==> src/sv/bankers_safety_check_core_macros.svh <==
// Assertion macros shared by the core's modules.
// Each macro expects the module to have aclk and aresetn in scope.
`ifndef BANKERS_SAFETY_CHECK_CORE_MACROS_SVH
`define BANKERS_SAFETY_CHECK_CORE_MACROS_SVH

// The consequent must hold in the same cycle as the antecedent.
`define BSC_ASSERT_IMP(lbl, ante, cons, msg) \
    lbl: assert property (@(posedge aclk) disable iff (!aresetn) (ante) |-> (cons)) \
        else $error(msg);

// The consequent must hold in the cycle after the antecedent.
`define BSC_ASSERT_NEXT(lbl, ante, cons, msg) \
    lbl: assert property (@(posedge aclk) disable iff (!aresetn) (ante) |=> (cons)) \
        else $error(msg);

`endif

==> src/sv/bsc_pkg.sv <==
package bsc_pkg;

    localparam int NUM_PROCS   = 8;
    localparam int NUM_RES     = 4;
    localparam int COUNT_WIDTH = 8;

    localparam int FUNC_W     = 3;
    localparam int PROCF_W    = 3;
    localparam int RESF_W     = 2;
    localparam int VALUE_W    = 8;
    localparam int REQ_W      = 8;
    localparam int NUM_REQ_IN = 4;
    localparam int STATUS_W   = 2;
    localparam int SEQ_W      = 3;

    localparam int IN_DATA_W  = 48;
    localparam int OUT_DATA_W = 8;

    localparam int PROC_W = $clog2(NUM_PROCS);
    localparam int RES_W  = (NUM_RES > 1) ? $clog2(NUM_RES) : 1;
    localparam int WORK_W = COUNT_WIDTH + $clog2(NUM_PROCS + 1);
    localparam int NEED_W = COUNT_WIDTH + 1;
    localparam int MAX_W  = (REQ_W > COUNT_WIDTH) ? REQ_W : COUNT_WIDTH;
    localparam int CMP_W  = MAX_W + 2;

    localparam logic [FUNC_W-1:0] FUNC_WR_MAX  = 3'd0;
    localparam logic [FUNC_W-1:0] FUNC_WR_HELD = 3'd1;
    localparam logic [FUNC_W-1:0] FUNC_WR_FREE = 3'd2;
    localparam logic [FUNC_W-1:0] FUNC_SAFETY  = 3'd3;
    localparam logic [FUNC_W-1:0] FUNC_REQUEST = 3'd4;

    localparam logic [STATUS_W-1:0] STS_SAFE    = 2'd0;
    localparam logic [STATUS_W-1:0] STS_UNSAFE  = 2'd1;
    localparam logic [STATUS_W-1:0] STS_EXCEED  = 2'd2;
    localparam logic [STATUS_W-1:0] STS_NOTFREE = 2'd3;

    typedef logic [COUNT_WIDTH-1:0] count_t;
    typedef logic [WORK_W-1:0]      work_t;
    typedef logic [PROC_W-1:0]      pidx_t;
    typedef logic [RES_W-1:0]       ridx_t;
    typedef logic [REQ_W-1:0]       req_t;
    typedef logic [STATUS_W-1:0]    status_t;

    localparam pidx_t LAST_P = pidx_t'(NUM_PROCS - 1);

    typedef struct packed {
        logic  wr_max;
        logic  wr_held;
        logic  wr_free;
        logic  load;
        logic  safe_start;
        logic  trial_start;
        logic  use_scan;
        logic  finish;
        pidx_t p_idx;
        pidx_t done_idx;
        pidx_t k_idx;
    } cmd_t;

    typedef struct packed {
        logic  proc_ok;
        logic  req_exceeds;
        logic  req_notfree;
        logic  fits;
        pidx_t seq;
    } sts_t;

endpackage

==> src/sv/bsc_ctrl.sv <==
`include "bankers_safety_check_core_macros.svh"

module bsc_ctrl (
    input  logic                          aclk,
    input  logic                          aresetn,
    input  logic                          s_tvalid,
    output logic                          s_tready,
    input  logic [bsc_pkg::FUNC_W-1:0]    in_func,
    input  logic                          m_tready,
    output logic                          m_tvalid,
    output logic [bsc_pkg::STATUS_W-1:0]  m_status,
    output logic [bsc_pkg::SEQ_W-1:0]     m_seq,
    output logic                          m_last,
    output bsc_pkg::cmd_t                 cmd,
    input  bsc_pkg::sts_t                 sts
);
    import bsc_pkg::*;

    typedef enum logic [1:0] {
        ST_IDLE,
        ST_REQ,
        ST_SCAN,
        ST_EMIT
    } state_t;

    state_t  state_reg, state_next;
    pidx_t   p_reg, p_next;
    pidx_t   done_reg, done_next;
    pidx_t   k_reg, k_next;
    logic    progress_reg, progress_next;
    status_t res_status_reg, res_status_next;
    logic    m_valid_reg, m_valid_next;
    status_t m_status_reg, m_status_next;
    logic [SEQ_W-1:0] m_seq_reg, m_seq_next;
    logic    m_last_reg, m_last_next;

    logic accept;
    logic out_free;

    assign s_tready = (state_reg == ST_IDLE);
    assign accept   = s_tvalid && s_tready;
    assign out_free = !m_valid_reg || m_tready;

    always_comb begin
        state_next      = state_reg;
        p_next          = p_reg;
        done_next       = done_reg;
        k_next          = k_reg;
        progress_next   = progress_reg;
        res_status_next = res_status_reg;
        m_valid_next    = m_valid_reg && !m_tready;
        m_status_next   = m_status_reg;
        m_seq_next      = m_seq_reg;
        m_last_next     = m_last_reg;

        cmd          = '0;
        cmd.p_idx    = p_reg;
        cmd.done_idx = done_reg;
        cmd.k_idx    = k_reg;

        unique case (state_reg)
            ST_IDLE: begin
                if (accept) begin
                    p_next        = '0;
                    done_next     = '0;
                    k_next        = '0;
                    progress_next = 1'b0;
                    unique case (in_func)
                        FUNC_WR_MAX:  cmd.wr_max  = 1'b1;
                        FUNC_WR_HELD: cmd.wr_held = 1'b1;
                        FUNC_WR_FREE: cmd.wr_free = 1'b1;
                        FUNC_SAFETY: begin
                            cmd.safe_start = 1'b1;
                            state_next     = ST_SCAN;
                        end
                        FUNC_REQUEST: begin
                            cmd.load   = 1'b1;
                            state_next = ST_REQ;
                        end
                        default: ;
                    endcase
                end
            end
            ST_REQ: begin
                priority if (!sts.proc_ok || sts.req_exceeds) begin
                    res_status_next = STS_EXCEED;
                    state_next      = ST_EMIT;
                end else if (sts.req_notfree) begin
                    res_status_next = STS_NOTFREE;
                    state_next      = ST_EMIT;
                end else begin
                    cmd.trial_start = 1'b1;
                    state_next      = ST_SCAN;
                end
            end
            ST_SCAN: begin
                cmd.use_scan = 1'b1;
                if (sts.fits) begin
                    cmd.finish    = 1'b1;
                    done_next     = done_reg + pidx_t'(1);
                    progress_next = 1'b1;
                end
                priority if (sts.fits && (done_reg == LAST_P)) begin
                    res_status_next = STS_SAFE;
                    state_next      = ST_EMIT;
                end else if (p_reg == LAST_P) begin
                    if (!(progress_reg || sts.fits)) begin
                        res_status_next = STS_UNSAFE;
                        state_next      = ST_EMIT;
                    end else begin
                        p_next        = '0;
                        progress_next = 1'b0;
                    end
                end else begin
                    p_next = p_reg + pidx_t'(1);
                end
            end
            ST_EMIT: begin
                if (out_free) begin
                    m_valid_next = 1'b1;
                    if (res_status_reg != STS_SAFE) begin
                        m_status_next = res_status_reg;
                        m_seq_next    = '0;
                        m_last_next   = 1'b1;
                        state_next    = ST_IDLE;
                    end else begin
                        m_status_next = STS_SAFE;
                        m_seq_next    = SEQ_W'(sts.seq);
                        m_last_next   = (k_reg == LAST_P);
                        k_next        = k_reg + pidx_t'(1);
                        if (k_reg == LAST_P) begin
                            state_next = ST_IDLE;
                        end
                    end
                end
            end
            default: state_next = ST_IDLE;
        endcase
    end

    always_ff @(posedge aclk) begin
        if (!aresetn) begin
            state_reg      <= ST_IDLE;
            p_reg          <= '0;
            done_reg       <= '0;
            k_reg          <= '0;
            progress_reg   <= 1'b0;
            res_status_reg <= STS_SAFE;
            m_valid_reg    <= 1'b0;
        end else begin
            state_reg      <= state_next;
            p_reg          <= p_next;
            done_reg       <= done_next;
            k_reg          <= k_next;
            progress_reg   <= progress_next;
            res_status_reg <= res_status_next;
            m_valid_reg    <= m_valid_next;
        end
        m_status_reg <= m_status_next;
        m_seq_reg    <= m_seq_next;
        m_last_reg   <= m_last_next;
    end

    assign m_tvalid = m_valid_reg;
    assign m_status = m_status_reg;
    assign m_seq    = m_seq_reg;
    assign m_last   = m_last_reg;

    `BSC_ASSERT_IMP(a_error_beat_single, m_valid_reg && (m_status_reg != STS_SAFE), (m_seq_reg == '0) && m_last_reg, "error result must be a single beat with zero sequence")
    `BSC_ASSERT_IMP(a_scan_entry_clear, (state_reg == ST_SCAN) && ($past(state_reg) != ST_SCAN), (p_reg == '0) && (done_reg == '0) && !progress_reg, "scan entered with stale counters")
    `BSC_ASSERT_IMP(a_unsafe_at_pass_end, (state_reg == ST_SCAN) && (state_next == ST_EMIT) && (res_status_next == STS_UNSAFE), p_reg == LAST_P, "unsafe reported before the end of a pass")

endmodule

==> config.mk <==
export PLATFORM = sky130hd
export DESIGN_NAME = bsc_ctrl
export DESIGN_NICKNAME = d
export VERILOG_FILES = /design/src/sv/bsc_pkg.sv /design/src/sv/bsc_ctrl.sv
export VERILOG_INCLUDE_DIRS = /design/src /design/src/sv
export SDC_FILE = /design/constraint.sdc
export NUM_CORES = 1
export LEC_CHECK = 0
export BUFFER_PORTS_ARGS = -buffer_cell sky130_fd_sc_hd__buf_2
export CORE_ASPECT_RATIO = 1.4
export CORE_MARGIN = 5
export CORE_UTILIZATION = 30
export CTS_BUF_LIST = sky130_fd_sc_hd__clkbuf_2
export DETAILED_ROUTE_END_ITERATION = 12
export GPL_ROUTABILITY_DRIVEN = 0
export RECOVER_POWER = 100
export SETUP_SLACK_MARGIN = 0.15
export SYNTH_ARGS = -nofsm -noshare
export SYNTH_HDL_FRONTEND = slang
export SYNTH_SLANG_ARGS = --single-unit
==> constraint.sdc <==
create_clock -name aclk -period 1.8 [get_ports aclk]
set_input_delay 0.36 -clock aclk [delete_from_list [all_inputs] [get_ports aclk]]
set_output_delay 0.36 -clock aclk [all_outputs]
set_load 0.05 [all_outputs]
Word level (Yosys, flattened, before mapping)
Index checks and enable logic that the tools add are counted.
- add/sub/neg operators: 3
- muxes and demuxes: 47
- equality and inequality tests: 21
- reductions and logical operators: 22
- operators by type and width (cell ; number):
    two-way mux 2 bit ; 14
    two-way mux 3 bit ; 7
    one-hot mux 3 bit (2 select lines) ; 3
    two-way mux 1 bit ; 17
    != test 3 bit, second input constant ; 5
    == test 3 bit, second input constant ; 4
    AND reduction 4 bit ; 3
    two-way mux 5 bit ; 2
    adder 3 x 1 -> 3 bit, second input constant ; 3
    != test 2 bit, second input constant ; 4
    one-hot mux 2 bit (2 select lines) ; 2
    one-hot mux 2 bit (4 select lines) ; 1
    nonzero test 2 bit ; 4
    == test 3 x 2 -> 1 bit, second input constant ; 2
    AND reduction 6 bit ; 1
    == test 2 bit, second input constant ; 2
    AND reduction 2 bit ; 2
    == test 3 x 1 -> 1 bit, second input constant ; 1
    logical AND 1 bit ; 3
    logical NOT 1 bit ; 3
    logical NOT 3 bit ; 1
    logical OR 1 bit ; 3
    != test 3 x 1 -> 1 bit, second input constant ; 1
    AND reduction 3 bit ; 1
    other kinds (4) ; 4
- logic and storage cells: 103
- bits in registers: 21
- input bits: 14
- output and inout port bits: 25

Logic depth before layout (Yosys ltp)
- depth after elaboration: 5
- gate-level depth with buffers: 7
- mapped depth without buffers: 6

Worst setup path before layout
OpenSTA, ideal clock, no wires.
- path type: register to output
- from: register state_reg[0]
- to: output port cmd[15] in the netlist's numbering
- cell stages (with the launch flop): 7
- path slack: -1234 ps
- required time: 1440 ps
- data arrival time: 2674 ps
- path buffers: 1
- path through: dfxtp_1 > inv_1 > ha_1 > buf_2 > nand2_1 > or2_2 > nor3b_1
- RTL lines (element ; line ; source):
    from (decl) ; bsc_ctrl.sv:26 ; state_t state_reg, state_next;
    from (signal assigned) ; bsc_ctrl.sv:151 ; state_reg <= state_next;
    to (decl) ; bsc_ctrl.sv:14 ; output bsc_pkg::cmd_t cmd,

==> run metrics <==
Max Freq roughly 0.50 GHz; first-pass GRT wire length 5760 um; Worst Hold Margin around 300 ps; syn_nets 156; post-DP HPWL 2480 um; Nets 223; area share of the largest cell type after synthesis between 20 and 25%; post-synthesis xor/xnor area fraction 0%; max_cap viols 0; worst-margin pin slew 632 ps; Slew HR 58.1%; ys flop type dfxtp_1; Avg Synthesized Cell Area 9.23 um2; DRC 0; period utilization 111%; Final Skew 11.2 ps; Hold Path Class input pin to flop; Distinct cells, synth 40; Detail Route Antenna Nets 0; setup violators final 12; Detailed Route WL around 3800 um; GRT overflow 0; initial detailed-routing violation count 30; r2r startpoint state_reg[0]$_SDFFE_PN0P_; Worst Hold Endpoint m_seq[2]$_SDFFCE_PP0P_; clock share of power 11.7%; RSZ-0062 raised after global routing yes; EDFF count, synth 6; Syn. warnings 0; number of global-route vias before repair between 1000 and 1500; area leader, netlist dfxtp_1; via/cell ratio 5.18; Max VDD drop 0.564 mV; CP endpoint kind output port; Root Buffer clkbuf_2; Area growth syn-to-layout 67.8%; failing checks negative setup slack; H-tree level count 1; CTS clk-pin slew, worst paths approximately 220 ps; Mapped Cells 132; status finished with violations; Logic pwr share 57.6%; r2r setup slk -60 ps; CP peak stage delay 400 ps; initial antenna violation count 1; P_int 1080 uW; simple-gate share of the synthesized area 25.5%; critical path fanouts, max 3; share of post-route cells with drive strength above 1 52.5%; WL/cell around 16 um; adder-cell share of the synthesized area 10.3%; met1 usage 13.5%; Synth area leaders dfxtp_1, edfxtp_1, ha_1; DIE AREA 5450 um2; area of the mapped netlist between 1000 and 1500 um2; Die H 85.4 um; CTS sink count 21; Compound-Gate Fraction of Synth Area 13.1%; met2 Usage GRT between 20% and 30%; post-layout minimum cycle time 1990 ps; final setup margin -192 ps; Net Sw Frac 39.0%; vias 1254; largest net degree at the start of global routing 13; hold path start sts[2]; GR Util All Layers 12.9%; placed cell count roughly 210; GRT met3 Usage 2.78%; Layout fillers 368; WP data required 1440 ps; gr busiest metal met2; max-slew violation count 0; die width 63.9 um; fin cells 242; core area between 3000 and 4000 um2; FFs w/ async S/R, synth 0%; CTS tree done; DRT Pass-1 Iters 4; largest family of logic cells by synthesized area simple AND/OR/NAND/NOR gates; CTS hold repair buffers 0; reg2reg end k_reg[0]$_SDFFE_PN0P_; mux contribution to synthesized area under 10%; CTS max path bufs 2; Num CTS Buffers 3; sequence of cells on the critical path inv_4 -> ha_4 -> nand2_4 -> or2_4 -> nor3b_4 -> buf_6; Row Count 27; power density cells 863 nW/um2; Worst Setup Start Kind flop; WS Path Type flop to output port; Initial Utilization 31.1%; Final Hold Vio Count 0; slowest CP cell dfxtp_4; clk_lat worst skew 330 ps; WP data arrival 1630 ps; sequential area share after synthesis between 30 and 40%; synthesized flop and latch total 21; IO buf count 38; Hold Path Stages 2; # IOs 39; R2R cell count 6; Seq pwr share 30.6%; Psw 687 uW; Pleak 0.000849 uW
## through the flow
| stage | TNS [ps] | setup slack, ps | area (um2) | utilization [%] | power, uW |
|---|---|---|---|---|---|
| 2_1_floorplan | -903 | -171 | 1310 | - | 998 |
| 6_report | -829 | -192 | 2040 | 52.2 | 1760 |
| 5_1_grt | -1880 | -272 | 2040 | 52.2 | 1850 |
| 4_1_cts | -560 | -176 | 1820 | 46.5 | 1510 |
| 3_3_place_gp | 0 | 86.0 | 1560 | 39.9 | 1120 |
| 3_5_place_dp | 0 | 41.0 | 1560 | 39.9 | 1140 |
## worst max-delay path, delay by kind of cell (launching register included)
| kind | cells | cell delay [ps] |
|---|---|---|
| buf+inv | 2 | 250 |
| simple gates | 3 | 520 |
| flops | 1 | 400 |
| fa+ha+maj | 1 | 150 |
## synth_stat cells, types with 2 or more instances
cell type / count
a21oi_1: 7
inv_1: 6
clkbuf_1: 2
o21ai_0: 6
nor2_1: 9
ha_1: 10
mux2i_1: 8
or3b_2: 2
and2_1: 7
edfxtp_1: 6
nor3b_1: 4
nor2b_1: 4
nand3b_1: 2
nand3_1: 3
buf_2: 3
nand2_1: 13
dfxtp_1: 15
nand2b_1: 3
## cells by family (layout without fill, tap and decap cells)
logic type / Yosys count / in the layout
other: 0 / 1
muxes: 8 / 8
and+or+nand+nor: 55 / 55
DFF: 21 / 21
adders and majority gates: 10 / 10
buffers and inverters: 13 / 79
AOI/OAI and AO/OA: 25 / 25
## timing repair
item | in CTS | in global routing
gates resized for setup | 47 | 37
setup buffers | 10 | 14
pin swaps | 12 | 13
endpoints found under the setup margin | 18 | 22
## how the worst max path moves through the flow
stage	startpoint	end	cells after the start
after global routing	state_reg[0]$_SDFFE_PN0P_	cmd[14]	6
after detailed placement	k_reg[0]$_SDFFE_PN0P_	state_reg[1]$_SDFFE_PN0P_	6
after global placement	k_reg[0]$_SDFFE_PN0P_	state_reg[1]$_SDFFE_PN0P_	6
final	state_reg[0]$_SDFFE_PN0P_	cmd[14]	6
after CTS	state_reg[0]$_SDFFE_PN0P_	cmd[14]	6
after floorplan	state_reg[1]$_SDFFE_PN0P_	cmd[14]	6
## per-layer routing
metal  up-vias  wire length (um)
met3         5               254
met4         0                66
met2        45              2150
li1        599                 -
met5         -                 0
met1       605              1350
## power groups by stage
stage / Combinational [uW] / Clock [uW] / Sequential, uW
detailed placement: 584 / 0 / 552
finish: 1020 / 207 / 541
global placement: 570 / 0 / 549
global route: 1070 / 232 / 545
CTS: 762 / 213 / 539
floorplan: 427 / 0 / 571
## layout make-up
class | count | area, um2 | share of cell area (%)
tap | 43 | 53.8 | 2.63
antenna | 1 | 2.50 | 0.122
timing repair buffer | 69 | 514 | 25.2
inverter | 6 | 28.8 | 1.41
clock buffer | 3 | 15.0 | 0.734
multi-input combinational | 98 | 932 | 45.6
sequential | 21 | 493 | 24.1
clock inverter | 1 | 5.00 | 0.245
## layout by cell type, fill, tap and decap left out, drive strengths merged, types with 2 or more instances in the layout
| cell | synthesis | layout |
|---|---|---|
| inv | 6 | 5 |
| nand2 | 13 | 13 |
| and2 | 7 | 7 |
| ha | 10 | 10 |
| nor2b | 4 | 4 |
| buf | 4 | 52 |
| edfxtp | 6 | 6 |
| o21ai | 6 | 6 |
| or3 | 2 | 2 |
| nor2 | 9 | 9 |
| nand3 | 3 | 3 |
| nor3b | 4 | 4 |
| a21oi | 7 | 7 |
| mux2i | 8 | 8 |
| nand3b | 2 | 2 |
| clkbuf | 2 | 20 |
| dfxtp | 15 | 15 |
| or3b | 2 | 2 |
| nand2b | 3 | 3 |
Note: power is estimated with default switching activity, not from simulation.
