### src/sv/bankers_safety_check_core_macros.svh
// Assertion macros shared by the core's modules.
// Each macro expects the module to have aclk and aresetn in scope.
`ifndef BANKERS_SAFETY_CHECK_CORE_MACROS_SVH
`define BANKERS_SAFETY_CHECK_CORE_MACROS_SVH

// The consequent must hold in the same cycle as the antecedent.
`define BSC_ASSERT_IMP(lbl, ante, cons, msg) \
    lbl: assert property (@(posedge aclk) disable iff (!aresetn) (ante) |-> (cons)) \
        else $error(msg);

// The consequent must hold in the cycle after the antecedent.
`define BSC_ASSERT_NEXT(lbl, ante, cons, msg) \
    lbl: assert property (@(posedge aclk) disable iff (!aresetn) (ante) |=> (cons)) \
        else $error(msg);

`endif

### src/sv/bsc_pkg.sv
package bsc_pkg;

    localparam int NUM_PROCS   = 8;
    localparam int NUM_RES     = 4;
    localparam int COUNT_WIDTH = 8;

    localparam int FUNC_W     = 3;
    localparam int PROCF_W    = 3;
    localparam int RESF_W     = 2;
    localparam int VALUE_W    = 8;
    localparam int REQ_W      = 8;
    localparam int NUM_REQ_IN = 4;
    localparam int STATUS_W   = 2;
    localparam int SEQ_W      = 3;

    localparam int IN_DATA_W  = 48;
    localparam int OUT_DATA_W = 8;

    localparam int PROC_W = $clog2(NUM_PROCS);
    localparam int RES_W  = (NUM_RES > 1) ? $clog2(NUM_RES) : 1;
    localparam int WORK_W = COUNT_WIDTH + $clog2(NUM_PROCS + 1);
    localparam int NEED_W = COUNT_WIDTH + 1;
    localparam int MAX_W  = (REQ_W > COUNT_WIDTH) ? REQ_W : COUNT_WIDTH;
    localparam int CMP_W  = MAX_W + 2;

    localparam logic [FUNC_W-1:0] FUNC_WR_MAX  = 3'd0;
    localparam logic [FUNC_W-1:0] FUNC_WR_HELD = 3'd1;
    localparam logic [FUNC_W-1:0] FUNC_WR_FREE = 3'd2;
    localparam logic [FUNC_W-1:0] FUNC_SAFETY  = 3'd3;
    localparam logic [FUNC_W-1:0] FUNC_REQUEST = 3'd4;

    localparam logic [STATUS_W-1:0] STS_SAFE    = 2'd0;
    localparam logic [STATUS_W-1:0] STS_UNSAFE  = 2'd1;
    localparam logic [STATUS_W-1:0] STS_EXCEED  = 2'd2;
    localparam logic [STATUS_W-1:0] STS_NOTFREE = 2'd3;

    typedef logic [COUNT_WIDTH-1:0] count_t;
    typedef logic [WORK_W-1:0]      work_t;
    typedef logic [PROC_W-1:0]      pidx_t;
    typedef logic [RES_W-1:0]       ridx_t;
    typedef logic [REQ_W-1:0]       req_t;
    typedef logic [STATUS_W-1:0]    status_t;

    localparam pidx_t LAST_P = pidx_t'(NUM_PROCS - 1);

    typedef struct packed {
        logic  wr_max;
        logic  wr_held;
        logic  wr_free;
        logic  load;
        logic  safe_start;
        logic  trial_start;
        logic  use_scan;
        logic  finish;
        pidx_t p_idx;
        pidx_t done_idx;
        pidx_t k_idx;
    } cmd_t;

    typedef struct packed {
        logic  proc_ok;
        logic  req_exceeds;
        logic  req_notfree;
        logic  fits;
        pidx_t seq;
    } sts_t;

endpackage

### src/sv/bsc_datapath.sv
`include "bankers_safety_check_core_macros.svh"

module bsc_datapath (
    input  logic                                         aclk,
    input  logic                                         aresetn,
    input  logic [bsc_pkg::PROCF_W-1:0]                  in_proc,
    input  logic [bsc_pkg::RESF_W-1:0]                   in_res,
    input  logic [bsc_pkg::VALUE_W-1:0]                  in_value,
    input  logic [bsc_pkg::NUM_REQ_IN-1:0][bsc_pkg::REQ_W-1:0] in_req,
    input  bsc_pkg::cmd_t                                cmd,
    output bsc_pkg::sts_t                                sts
);
    import bsc_pkg::*;

    count_t max_reg  [NUM_PROCS][NUM_RES];
    count_t held_reg [NUM_PROCS][NUM_RES];
    count_t free_reg [NUM_RES];
    work_t  work_reg [NUM_RES];
    logic [NUM_PROCS-1:0] finished_reg;
    logic   trial_reg;

    count_t trow_reg [NUM_RES];
    pidx_t  tproc_reg;
    pidx_t  order_reg [NUM_PROCS];
    logic [PROCF_W-1:0] lproc_reg;
    req_t   lreq_reg [NUM_RES];

    req_t   req_in   [NUM_RES];
    logic   wr_ok;
    pidx_t  wr_pidx;
    ridx_t  wr_ridx;
    count_t wr_val;
    pidx_t  lpidx;
    pidx_t  addr;
    count_t max_row  [NUM_RES];
    count_t held_row [NUM_RES];
    count_t held_eff [NUM_RES];
    logic signed [NEED_W-1:0] need [NUM_RES];
    logic [NUM_RES-1:0] fits_r;
    logic [NUM_RES-1:0] exceeds_r;
    logic [NUM_RES-1:0] notfree_r;
    logic [CMP_W-1:0] trial_sum  [NUM_RES];
    logic [CMP_W-1:0] trial_diff [NUM_RES];

    for (genvar r = 0; r < NUM_RES; r++) begin : g_req
        if (r < NUM_REQ_IN) begin : g_used
            assign req_in[r] = in_req[r];
        end else begin : g_zero
            assign req_in[r] = '0;
        end
    end

    assign wr_ok   = (int'(in_proc) < NUM_PROCS) && (int'(in_res) < NUM_RES);
    assign wr_pidx = pidx_t'(in_proc);
    assign wr_ridx = ridx_t'(in_res);
    assign wr_val  = count_t'(in_value);
    assign lpidx   = pidx_t'(lproc_reg);
    assign addr    = cmd.use_scan ? cmd.p_idx : lpidx;

    always_comb begin
        for (int r = 0; r < NUM_RES; r++) begin
            max_row[r]  = max_reg[addr][r];
            held_row[r] = held_reg[addr][r];
            held_eff[r] = (trial_reg && (addr == tproc_reg)) ? trow_reg[r] : held_row[r];
            need[r]     = $signed({1'b0, max_row[r]}) - $signed({1'b0, held_eff[r]});
            fits_r[r]   = $signed({{(WORK_W + 1 - NEED_W){need[r][NEED_W-1]}}, need[r]})
                          <= $signed({1'b0, work_reg[r]});
            exceeds_r[r] = $signed({{(CMP_W - REQ_W){1'b0}}, lreq_reg[r]})
                           > $signed({{(CMP_W - NEED_W){need[r][NEED_W-1]}}, need[r]});
            notfree_r[r] = {{(CMP_W - REQ_W){1'b0}}, lreq_reg[r]}
                           > {{(CMP_W - COUNT_WIDTH){1'b0}}, free_reg[r]};
            trial_sum[r]  = {{(CMP_W - COUNT_WIDTH){1'b0}}, held_row[r]}
                            + {{(CMP_W - REQ_W){1'b0}}, lreq_reg[r]};
            trial_diff[r] = {{(CMP_W - COUNT_WIDTH){1'b0}}, free_reg[r]}
                            - {{(CMP_W - REQ_W){1'b0}}, lreq_reg[r]};
        end
    end

    assign sts.proc_ok     = int'(lproc_reg) < NUM_PROCS;
    assign sts.req_exceeds = |exceeds_r;
    assign sts.req_notfree = |notfree_r;
    assign sts.fits        = !finished_reg[cmd.p_idx] && (&fits_r);
    assign sts.seq         = order_reg[cmd.k_idx];

    always_ff @(posedge aclk) begin
        if (!aresetn) begin
            for (int p = 0; p < NUM_PROCS; p++) begin
                for (int r = 0; r < NUM_RES; r++) begin
                    max_reg[p][r]  <= '0;
                    held_reg[p][r] <= '0;
                end
            end
            for (int r = 0; r < NUM_RES; r++) begin
                free_reg[r] <= '0;
                work_reg[r] <= '0;
            end
            finished_reg <= '0;
            trial_reg    <= 1'b0;
        end else begin
            if (cmd.wr_max && wr_ok) begin
                max_reg[wr_pidx][wr_ridx] <= wr_val;
            end
            if (cmd.wr_held && wr_ok) begin
                held_reg[wr_pidx][wr_ridx] <= wr_val;
            end
            if (cmd.wr_free && wr_ok) begin
                free_reg[wr_ridx] <= wr_val;
            end
            if (cmd.load) begin
                trial_reg <= 1'b0;
            end
            if (cmd.safe_start) begin
                for (int r = 0; r < NUM_RES; r++) begin
                    work_reg[r] <= work_t'(free_reg[r]);
                end
                finished_reg <= '0;
                trial_reg    <= 1'b0;
            end
            if (cmd.trial_start) begin
                for (int r = 0; r < NUM_RES; r++) begin
                    work_reg[r] <= work_t'(trial_diff[r]);
                end
                finished_reg <= '0;
                trial_reg    <= 1'b1;
            end
            if (cmd.finish) begin
                for (int r = 0; r < NUM_RES; r++) begin
                    work_reg[r] <= work_reg[r] + work_t'(held_eff[r]);
                end
                finished_reg[cmd.p_idx] <= 1'b1;
            end
        end
    end

    always_ff @(posedge aclk) begin
        if (cmd.load) begin
            lproc_reg <= in_proc;
            for (int r = 0; r < NUM_RES; r++) begin
                lreq_reg[r] <= req_in[r];
            end
        end
        if (cmd.trial_start) begin
            tproc_reg <= lpidx;
            for (int r = 0; r < NUM_RES; r++) begin
                trow_reg[r] <= count_t'(trial_sum[r]);
            end
        end
        if (cmd.finish) begin
            order_reg[cmd.done_idx] <= cmd.p_idx;
        end
    end

    `BSC_ASSERT_IMP(a_finish_only_unfinished, cmd.finish, cmd.use_scan && !finished_reg[cmd.p_idx], "process finished twice in one check")
    `BSC_ASSERT_NEXT(a_check_clears_flags, cmd.safe_start || cmd.trial_start, finished_reg == '0, "finished flags not cleared at check start")

endmodule

### config.mk
export PLATFORM = sky130hd
export DESIGN_NAME = bsc_datapath
export DESIGN_NICKNAME = d
export VERILOG_FILES = /design/src/sv/bsc_pkg.sv /design/src/sv/bsc_datapath.sv
export VERILOG_INCLUDE_DIRS = /design/src /design/src/sv
export SDC_FILE = /design/constraint.sdc
export NUM_CORES = 1
export LEC_CHECK = 0
export BUFFER_PORTS_ARGS = -buffer_cell sky130_fd_sc_hd__buf_2
export CELL_PAD_IN_SITES_DETAIL_PLACEMENT = 1
export CELL_PAD_IN_SITES_GLOBAL_PLACEMENT = 2
export CORE_MARGIN = 2
export CORE_UTILIZATION = 48
export CTS_CLUSTER_DIAMETER = 30
export DETAILED_ROUTE_END_ITERATION = 16
export PLACE_DENSITY_LB_ADDON = 0.1
export SETUP_SLACK_MARGIN = 0.05
export SYNTH_ARGS = -nofsm -noshare
export SYNTH_HDL_FRONTEND = slang
export SYNTH_SLANG_ARGS = --single-unit
### constraint.sdc
create_clock -name aclk -period 10.4 [get_ports aclk]
set_input_delay 0.52 -clock aclk [delete_from_list [all_inputs] [get_ports aclk]]
set_output_delay 0.52 -clock aclk [all_outputs]
set_load 0.005 [all_outputs]
== After elaboration in Yosys (flattened, before gate mapping) ==
Memories as Yosys holds them, arrays and structs flattened.
Cells that the tools add are included.

* $add $sub $neg: 16
* Order comparisons: 16
* Equal/unequal tests: 1
* Mux-type cells: 62
* Bitwise gates (word level): 14
* Reductions and logical operators: 12

{| class="wikitable"
|+ Operators by type and width
! cell !! count
|-
| $mux 32 || 6
|-
| $mux 12 || 12
|-
| $mux 8 || 10
|-
| $sub 8x8->9 || 8
|-
| $reduce_or 32->1 || 2
|-
| $le 9x13->1 || 4
|-
| $add 12x8->12 || 4
|-
| $gt 9x9->1 || 4
|-
| $add 8x8->8 || 4
|-
| $gt 8x8->1 || 4
|-
| $mux 1 || 27
|-
| $demux 8 s2 || 1
|-
| $or 1x1->1 || 12
|-
| $mux 3 || 3
|-
| $or 8x8->8 || 1
|-
| $reduce_or 4->1 || 2
|-
| $reduce_or 8->1 || 1
|-
| $logic_and 1x1->1 || 4
|-
| $lt 3x4->1 const B || 1
|-
| $reduce_and 4->1 || 1
|-
| $bmux 1 s3 || 1
|-
| $demux 1 s3 || 1
|-
| $eq 3x3->1 || 1
|-
| $ge 3x1->1 const B || 1
|-
| other kinds (6) || 6
|}

* Bits in registers: 15
* Memory bits (writable): 680
* Bits of input ports: 64
* Output and inout bits: 7
* Logic and storage cells: 132
* Memories kept: 7

{| class="wikitable"
|+ Memories
! memory !! depth !! bits a word !! read ports !! clocked after memory_dff !! wr ports !! RTL line !! text
|-
| held_reg || 8 || 32 || 1 || 0 || 8 || bsc_datapath.sv:16 || <nowiki>count_t held_reg [NUM_PROCS][NUM_RES];</nowiki>
|-
| max_reg || 8 || 32 || 1 || 0 || 8 || bsc_datapath.sv:15 || <nowiki>count_t max_reg [NUM_PROCS][NUM_RES];</nowiki>
|-
| work_reg || 4 || 12 || 4 || 0 || 4 || bsc_datapath.sv:18 || <nowiki>work_t work_reg [NUM_RES];</nowiki>
|-
| free_reg || 4 || 8 || 4 || 0 || 4 || bsc_datapath.sv:17 || <nowiki>count_t free_reg [NUM_RES];</nowiki>
|-
| lreq_reg || 4 || 8 || 4 || 0 || 4 || bsc_datapath.sv:26 || <nowiki>req_t lreq_reg [NUM_RES];</nowiki>
|-
| trow_reg || 4 || 8 || 4 || 0 || 4 || bsc_datapath.sv:22 || <nowiki>count_t trow_reg [NUM_RES];</nowiki>
|-
| 1 more memories || -- || -- || -- || -- || -- || -- ||
|}

== Depth between registers and ports, before layout ==
Gate-level depths: netlist (run 1).

* Depth in word-level cells: 8
* Depth in mapped cells: 27
* Gate-level depth less buffers: 22

== Least setup slack after synthesis (run 1) ==
No wires, ideal clock.

* Kind: input -> output
* From: in cmd[6] in the netlist's numbering
* To: out sts[3] in the netlist's numbering
* Arrival: 5,490 ps
* Data required time: 9,880 ps
* Setup slack: 4,390 ps
* Stages: 26
* Buffers on the path: 6
* Cells stage by stage: buf_4 mux2_2 buf_6 buf_4 buf_2 buf_2 buf_2 mux4_2 nand2_1 nand2_1 ha_1 nor2b_1 o21ai_0 nand2b_1 a21o_1 a21o_1 and2_1 a221oi_2 ha_1 a21o_1 a21oi_1 nor2b_1 o31a_1 o21ai_0 o21ai_0 nor4_1

{| class="wikitable"
|+ RTL lines
! element !! RTL line !! text
|-
| start: declaration || bsc_datapath.sv:10 || <nowiki>input bsc_pkg::cmd_t cmd,</nowiki>
|-
| end: declaration || bsc_datapath.sv:11 || <nowiki>output bsc_pkg::sts_t sts</nowiki>
|}

==> impl_metrics.env, run 1 <==
export IMPL_synth_top_area_cell="edfxtp_1"
export IMPL_synth_area_top_cells="edfxtp_1, and2_1, ha_1"
export IMPL_n_fill_cell=8071
export IMPL_status="completed"
export IMPL_cts_root_buffer="clkbuf_16"
export IMPL_cp_start_kind="flop"
export IMPL_fin_setup_tns_ns=0
export IMPL_ys_ff_latch=695
export IMPL_crit_type="reg -> out"
export IMPL_power_total_uw=10800
export IMPL_grt_max_degree=81
export IMPL_chipHeight_um=288
export IMPL_ys_seq_area_share_pct=53.7
export IMPL_period_share_pct=75.8
export IMPL_wl_per_cell_um=26.5
export IMPL_ant_nets=0
export IMPL_synthArstFlopShare_pct=0
export IMPL_cp_end_kind="primary output"
export IMPL_clk_latency_ns=0.75
export IMPL_viasPerCell=5.86
export IMPL_overflow=0
export IMPL_avgSynthCellArea_um2=12.1
export IMPL_switchingPower_uw=3240
export IMPL_fin_nets=3644
export IMPL_pwr_share_seq_pct=32.0
export IMPL_first_global_vias=28900
export IMPL_routed_wl_um=121000
export IMPL_max_cap_violations=0
export IMPL_htree_levels=4
export IMPL_dp_hpwl_um=82500
export IMPL_vias=26700
export IMPL_dieWidth_um=288
export IMPL_antenna_found_initial=1
export IMPL_final_core_util_pct=57.1
export IMPL_max_vdd_ir_drop_mv=0.206
export IMPL_path_clk_slew_ns=0.05
export IMPL_core_area_mm2=0.0802
export IMPL_p_per_area_mw_per_mm2=236
export IMPL_place_congestion=0.862
export IMPL_cts_buffer_depth=3
export IMPL_worstPathMaxFanout=44
export IMPL_p_sw_share_pct=30.0
export IMPL_syn_inst=3209
export IMPL_finalHoldViolations=0
export IMPL_rows=104
export IMPL_n_antenna_cell=0
export IMPL_p_int_uw=7570
export IMPL_ys_types=72
export IMPL_setup_violations_final=0
export IMPL_ioPinCount=71
export IMPL_synth_ff_type="edfxtp_1"
export IMPL_drv_slew=0
export IMPL_synth_edf_count=686
export IMPL_initial_core_util_pct=48.3
export IMPL_drt_pass1_iterations=5
export IMPL_placed_cell_area_mm2=0.0400
export IMPL_tritoncts="yes"
export IMPL_postCtsSetupRepairBufs=0
export IMPL_max_freq_ghz=0.127
export IMPL_syn2layout_area_growth_pct=18.3
export IMPL_dieArea_mm2=0.0829
export IMPL_slew_limit_headroom_pct=7.61
export IMPL_rsz0062_at_grt="no"
export IMPL_leakage_uw=0.0179
export IMPL_synth_warning_count=0
export IMPL_drt_iter0_markers=2041
export IMPL_tightest_slew_ns=1.37
export IMPL_cts_buffers=157
export IMPL_pwr_share_comb_pct=21.9
export IMPL_port_buffer_count=69
export IMPL_grt_pass1_wl_um=181000
export IMPL_fin_area_mm2=0.0458
export IMPL_synth_nets=3493
export IMPL_track_usage_pct=29.6
export IMPL_synth_top_cell_area_share_pct=53.3
export IMPL_syn_area_mm2=0.0387
export IMPL_final_seq_area_mm2=0.0208
export IMPL_drc=0
export IMPL_cts_sinks=695
export IMPL_skew_ns=0.0497
export IMPL_required_ns=9.88
export IMPL_arrival_ns=7.36
export IMPL_multiInputGateArea_mm2=0.0163
export IMPL_power_frac_clock_pct=46.1
export IMPL_drive_above_1_share_pct=15.6
export IMPL_finalCriticalPeriod_ns=7.88
export IMPL_worstHoldPathType="in -> reg"
## metal layers
| layer | wire length [µm] | global-route usage [%] | up-vias |
|---|---|---|---|
| li1 | - | - | 11900 |
| met4 | 3520 | 10.2 | 2 |
| met3 | 5850 | 4.66 | 218 |
| met1 | 52700 | 39.6 | 13800 |
| met5 | 13 | 0 | - |
| met2 | 58600 | 49.0 | 739 |
## Yosys cell counts, types with 12 or more instances
master,instances
edfxtp_1,686
and2_1,529
inv_1,214
nand2_1,209
ha_1,204
nor2_1,153
o21ai_0,150
a21oi_1,138
clkbuf_1,128
mux4_2,107
xnor2_1,71
a21o_1,49
nor2b_1,42
mux2i_1,40
o21a_1,40
xor2_1,39
nand3_1,25
nand2b_1,24
o21bai_1,23
a211oi_1,21
nand4_1,21
buf_2,17
fa_1,16
nor3_1,16
a31oi_1,14
o221ai_1,14
o22ai_1,14
mux2_2,13
o211ai_1,13
a22oi_1,12
or3_1,12
## final cells by class
class                           instances  area share, %
Tap cell                             1060           2.90
Clock inverter                        115           2.95
Sequential cell                       695           45.4
Clock buffer                          177           8.79
Multi-Input combinational cell       2126           35.7
Inverter                              214           1.76
Timing Repair Buffer                  166           2.52
## power by group through the flow
stage | logic, µW | registers (µW) | clock network (µW)
finish | 2370 | 3460 | 4980
global route | 2630 | 3480 | 5160
CTS | 2360 | 3460 | 5020
detailed placement | 2330 | 3510 | 0
global placement | 2220 | 3500 | 0
floorplan | 1660 | 3440 | 0
## logic make-up (layout without fill, tap and decap cells)
group / after synthesis / count (layout) / synth area share, %
fa+ha+maj: 220 / 220 / 7.43
compound gates: 561 / 561 / 9.34
buf+inv: 388 / 672 / 4.09
simple gates: 1064 / 1064 / 14.8
mux: 167 / 167 / 7.95
xor+xnor: 113 / 113 / 2.62
other cells: 1 / 1 / 0.00970
flops: 695 / 695 / 53.7
## metrics by stage
step,hold WS (ns),cells,worst slack (ns)
global placement,0.463,4225,3.09
finish,0.123,4553,2.52
detailed placement,0.467,4225,2.94
global route,0.0951,4553,2.08
CTS,0.0660,4549,2.51
floorplan,0.421,3209,4.39
## worst max-delay path, stage by stage, from the launching register on
cell	delay, ns
edfxtp_1	0.32
buf_4	0.33
mux2_4	0.79
buf_4	0.53
nand2_1	0.35
o22ai_1	0.35
a21oi_1	0.25
ha_1	0.32
fa_1	0.47
nor2b_1	0.14
o21ai_0	0.09
nand2b_1	0.11
a21o_1	0.13
a21o_1	0.15
a31oi_1	0.33
ha_1	0.33
or4_1	0.52
a211oi_1	0.22
nor4_1	0.15
nor4_1	0.48
buf_2	0.19
## cells in the final DEF, fill, tap and decap left out, types with 34 or more instances in the layout
cell type  count
o21ai_0      145
inv_1        214
clkbuf_16    158
a21oi_1      138
mux4_2       107
clkinv_2      34
o21a_1        40
ha_1         204
xor2_1        39
a21o_1        49
edfxtp_1     686
buf_2         70
xnor2_1       71
nand2_1      209
mux2i_1       40
and2_1       529
buf_4         62
nor2b_1       42
nor2_1       153
## final timing paths
check	start	end	slack, ns	depth (start not counted)
hold reg to reg	finished_reg[7]	finished_reg[7]	0.47	2
setup reg to reg	lpidx[0]	work_reg[1][8]	4.73	16
setup / recovery	lpidx[1]	sts[3]	2.52	20
hold / removal	in_proc[1]	lpidx[1]	0.12	1
## timing repair
| item | in CTS | in global routing |
|---|---|---|
| resized for setup | 0 | 0 |
| hold buffers | 32 | 0 |
| endpoints found under the hold margin | 32 | 0 |
No activity file was read; power rests on OpenSTA's default activity.
==> run 2, diff against run 1 <==
--- a/config.mk
+++ b/config.mk
@@ -10,7 +10,7 @@
 export CELL_PAD_IN_SITES_DETAIL_PLACEMENT = 1
 export CELL_PAD_IN_SITES_GLOBAL_PLACEMENT = 2
 export CORE_MARGIN = 2
-export CORE_UTILIZATION = 48
+export CORE_UTILIZATION = 45
 export CTS_CLUSTER_DIAMETER = 30
 export DETAILED_ROUTE_END_ITERATION = 16
 export PLACE_DENSITY_LB_ADDON = 0.1
==> constraint.sdc (replaced) <==
create_clock -name aclk -period 7.9 [get_ports aclk]
set_input_delay 0.395 -clock aclk [delete_from_list [all_inputs] [get_ports aclk]]
set_output_delay 0.395 -clock aclk [all_outputs]
set_load 0.005 [all_outputs]
==> impl_metrics.env, run 2 (same netlist as run 1, synthesis figures left out) <==
export IMPL_p_int_uw=10400
export IMPL_slew_limit_headroom_pct=7.62
export IMPL_clk_latency_ns=0.75
export IMPL_skew_ns=0.0423
export IMPL_status="completed"
export IMPL_drv_slew=0
export IMPL_tightest_slew_ns=1.37
export IMPL_power_frac_clock_pct=48.0
export IMPL_mostFrequentLayoutCells="edfxtp_1, and2_1, inv_1"
export IMPL_p_sw_share_pct=29.8
export IMPL_cpPeakStageDelay_ns=0.65
export IMPL_power_total_uw=14800
export IMPL_place_congestion=0.887
export IMPL_dp_hpwl_um=83900
export IMPL_final_common_cell="edfxtp_1"
export IMPL_postCtsSetupRepairBufs=0
export IMPL_leakage_uw=0.0182
export IMPL_arrival_ns=7.10
export IMPL_grt_pass1_wl_um=185000
export IMPL_period_share_pct=94.8
export IMPL_cp_cell_sequence="mux2_4, buf_12, nand2_1, o22ai_1, a21oi_1, ha_1, fa_1, nor2b_1, o21ai_0, nand2b_1, a21o_1, a21o_1, and2_1, a221oi_2, ha_1, a21o_1, a21oi_1, nor2b_1, o31a_1, o21ai_0, o21ai_0, nor4_1, buf_2"
export IMPL_worstPathMaxFanout=57
export IMPL_ant_nets=0
export IMPL_setup_violations_final=0
export IMPL_track_usage_pct=27.9
export IMPL_grt_max_degree=66
export IMPL_htree_levels=4
export IMPL_initial_core_util_pct=45.4
export IMPL_finalCriticalPeriod_ns=7.49
export IMPL_syn2layout_area_growth_pct=20.4
export IMPL_rsz0062_at_grt="no"
export IMPL_cp_start_kind="flop"
export IMPL_rows=107
export IMPL_dieArea_mm2=0.0883
export IMPL_fin_setup_tns_ns=0
export IMPL_pwr_share_comb_pct=21.3
export IMPL_cts_sinks=695
export IMPL_whs_path_depth=2
export IMPL_viasPerCell=5.72
export IMPL_cts_root_buffer="clkbuf_16"
export IMPL_fin_nets=3673
export IMPL_finalHoldViolations=0
export IMPL_drive_above_1_share_pct=16.9
export IMPL_pwr_share_seq_pct=30.8
export IMPL_max_cap_violations=0
export IMPL_dieWidth_um=297
export IMPL_p_per_area_mw_per_mm2=319
export IMPL_max_freq_ghz=0.133
export IMPL_overflow=0
export IMPL_wl_per_cell_um=26.1
export IMPL_antenna_found_initial=3
export IMPL_drt_pass1_iterations=5
export IMPL_cts_buffer_depth=3
export IMPL_drt_iter0_markers=1944
export IMPL_pre_cts_ws_ns=1.00
export IMPL_max_vdd_ir_drop_mv=0.212
export IMPL_vias=26700
export IMPL_worst_r2r_endpoint="work_reg[1][8]"
export IMPL_cp_end_kind="primary output"
export IMPL_required_ns=7.51
export IMPL_drc=0
export IMPL_ioPinCount=71
export IMPL_port_buffer_count=69
export IMPL_tritoncts="yes"
export IMPL_worstHoldPathType="in -> reg"
export IMPL_first_global_vias=29100
export IMPL_reg2reg_slack_ns=2.64
export IMPL_crit_type="reg -> out"
export IMPL_timing_final_ws_setup_ns=0.407
export IMPL_path_clk_slew_ns=0.05
export IMPL_core_area_mm2=0.0851
export IMPL_cp_slowest_cell="edfxtp_1"
export IMPL_worstSetupEndpoint="sts[3]"
export IMPL_cts_buffers=167
export IMPL_r2r_start="lpidx[0]"
export IMPL_crit_start="lpidx[1]"
export IMPL_switchingPower_uw=4430
export IMPL_chipHeight_um=297
export IMPL_r2r_cells=15
export IMPL_routed_wl_um=122000
## run 2: routing by layer
metal,track usage (%),share of wire (%),vias up
li1,-,-,12000
met2,45.3,47,784
met3,5.10,5.9,223
met4,9.88,3.0,4
met5,0,0.021,-
met1,37.6,44,13700
## run 2: worst min path at each step
stage               startpoint         endpoint  slack [ns]
4_1_cts                 cmd[5]  order_reg[1][2]        0.04
3_5_place_dp   finished_reg[7]  finished_reg[7]        0.48
6_report                cmd[5]  order_reg[1][2]        0.09
2_1_floorplan         lpidx[1]     tproc_reg[1]        0.42
3_3_place_gp   finished_reg[7]  finished_reg[7]        0.46
5_1_grt                 cmd[5]  order_reg[0][2]        0.08
## run 2: worst max-delay path, delay by kind of cell, from the launching register on
kind,cells,cell delay [ns]
simple gates,6,1.05
mux,1,0.56
buf+inv,2,0.50
compound gates,11,2.66
fa+ha+maj,3,0.86
flops,1,0.65
## run 2: what timing repair did
item / in CTS / in global routing
setup endpoints to repair: 0 / 2
endpoints found under the hold margin: 35 / 0
gates resized for setup: 0 / 1
hold buffers: 35 / 0
## run 2: stage by stage
step	hold WS, ns	cell area [µm²]	util, %	cells
after floorplan	0.421	38700	-	3209
after global placement	0.458	40300	47.3	4325
after detailed placement	0.477	40300	47.3	4325
after CTS	0.0419	46500	54.7	4673
after global routing	0.0779	46600	54.7	4677
final	0.0856	46600	54.7	4678
## run 2: cell type report
class,instances,area [µm²]
diodes,1,2.50
clock buffers,186,4290
clock inverters,127,1600
fillers,8577,38600
inverters,214,803
multi-input cells,2127,16400
flip-flops and latches,695,20800
well taps,1144,1430
repair buffers,184,1320
## run 2: power groups by stage
stage | Clock [µW] | Combinational, µW | Sequential (µW)
2_1_floorplan | 0 | 2180 | 4530
3_3_place_gp | 0 | 2960 | 4610
3_5_place_dp | 0 | 3090 | 4620
4_1_cts | 7190 | 3140 | 4570
5_1_grt | 7380 | 3490 | 4590
6_report | 7120 | 3160 | 4560
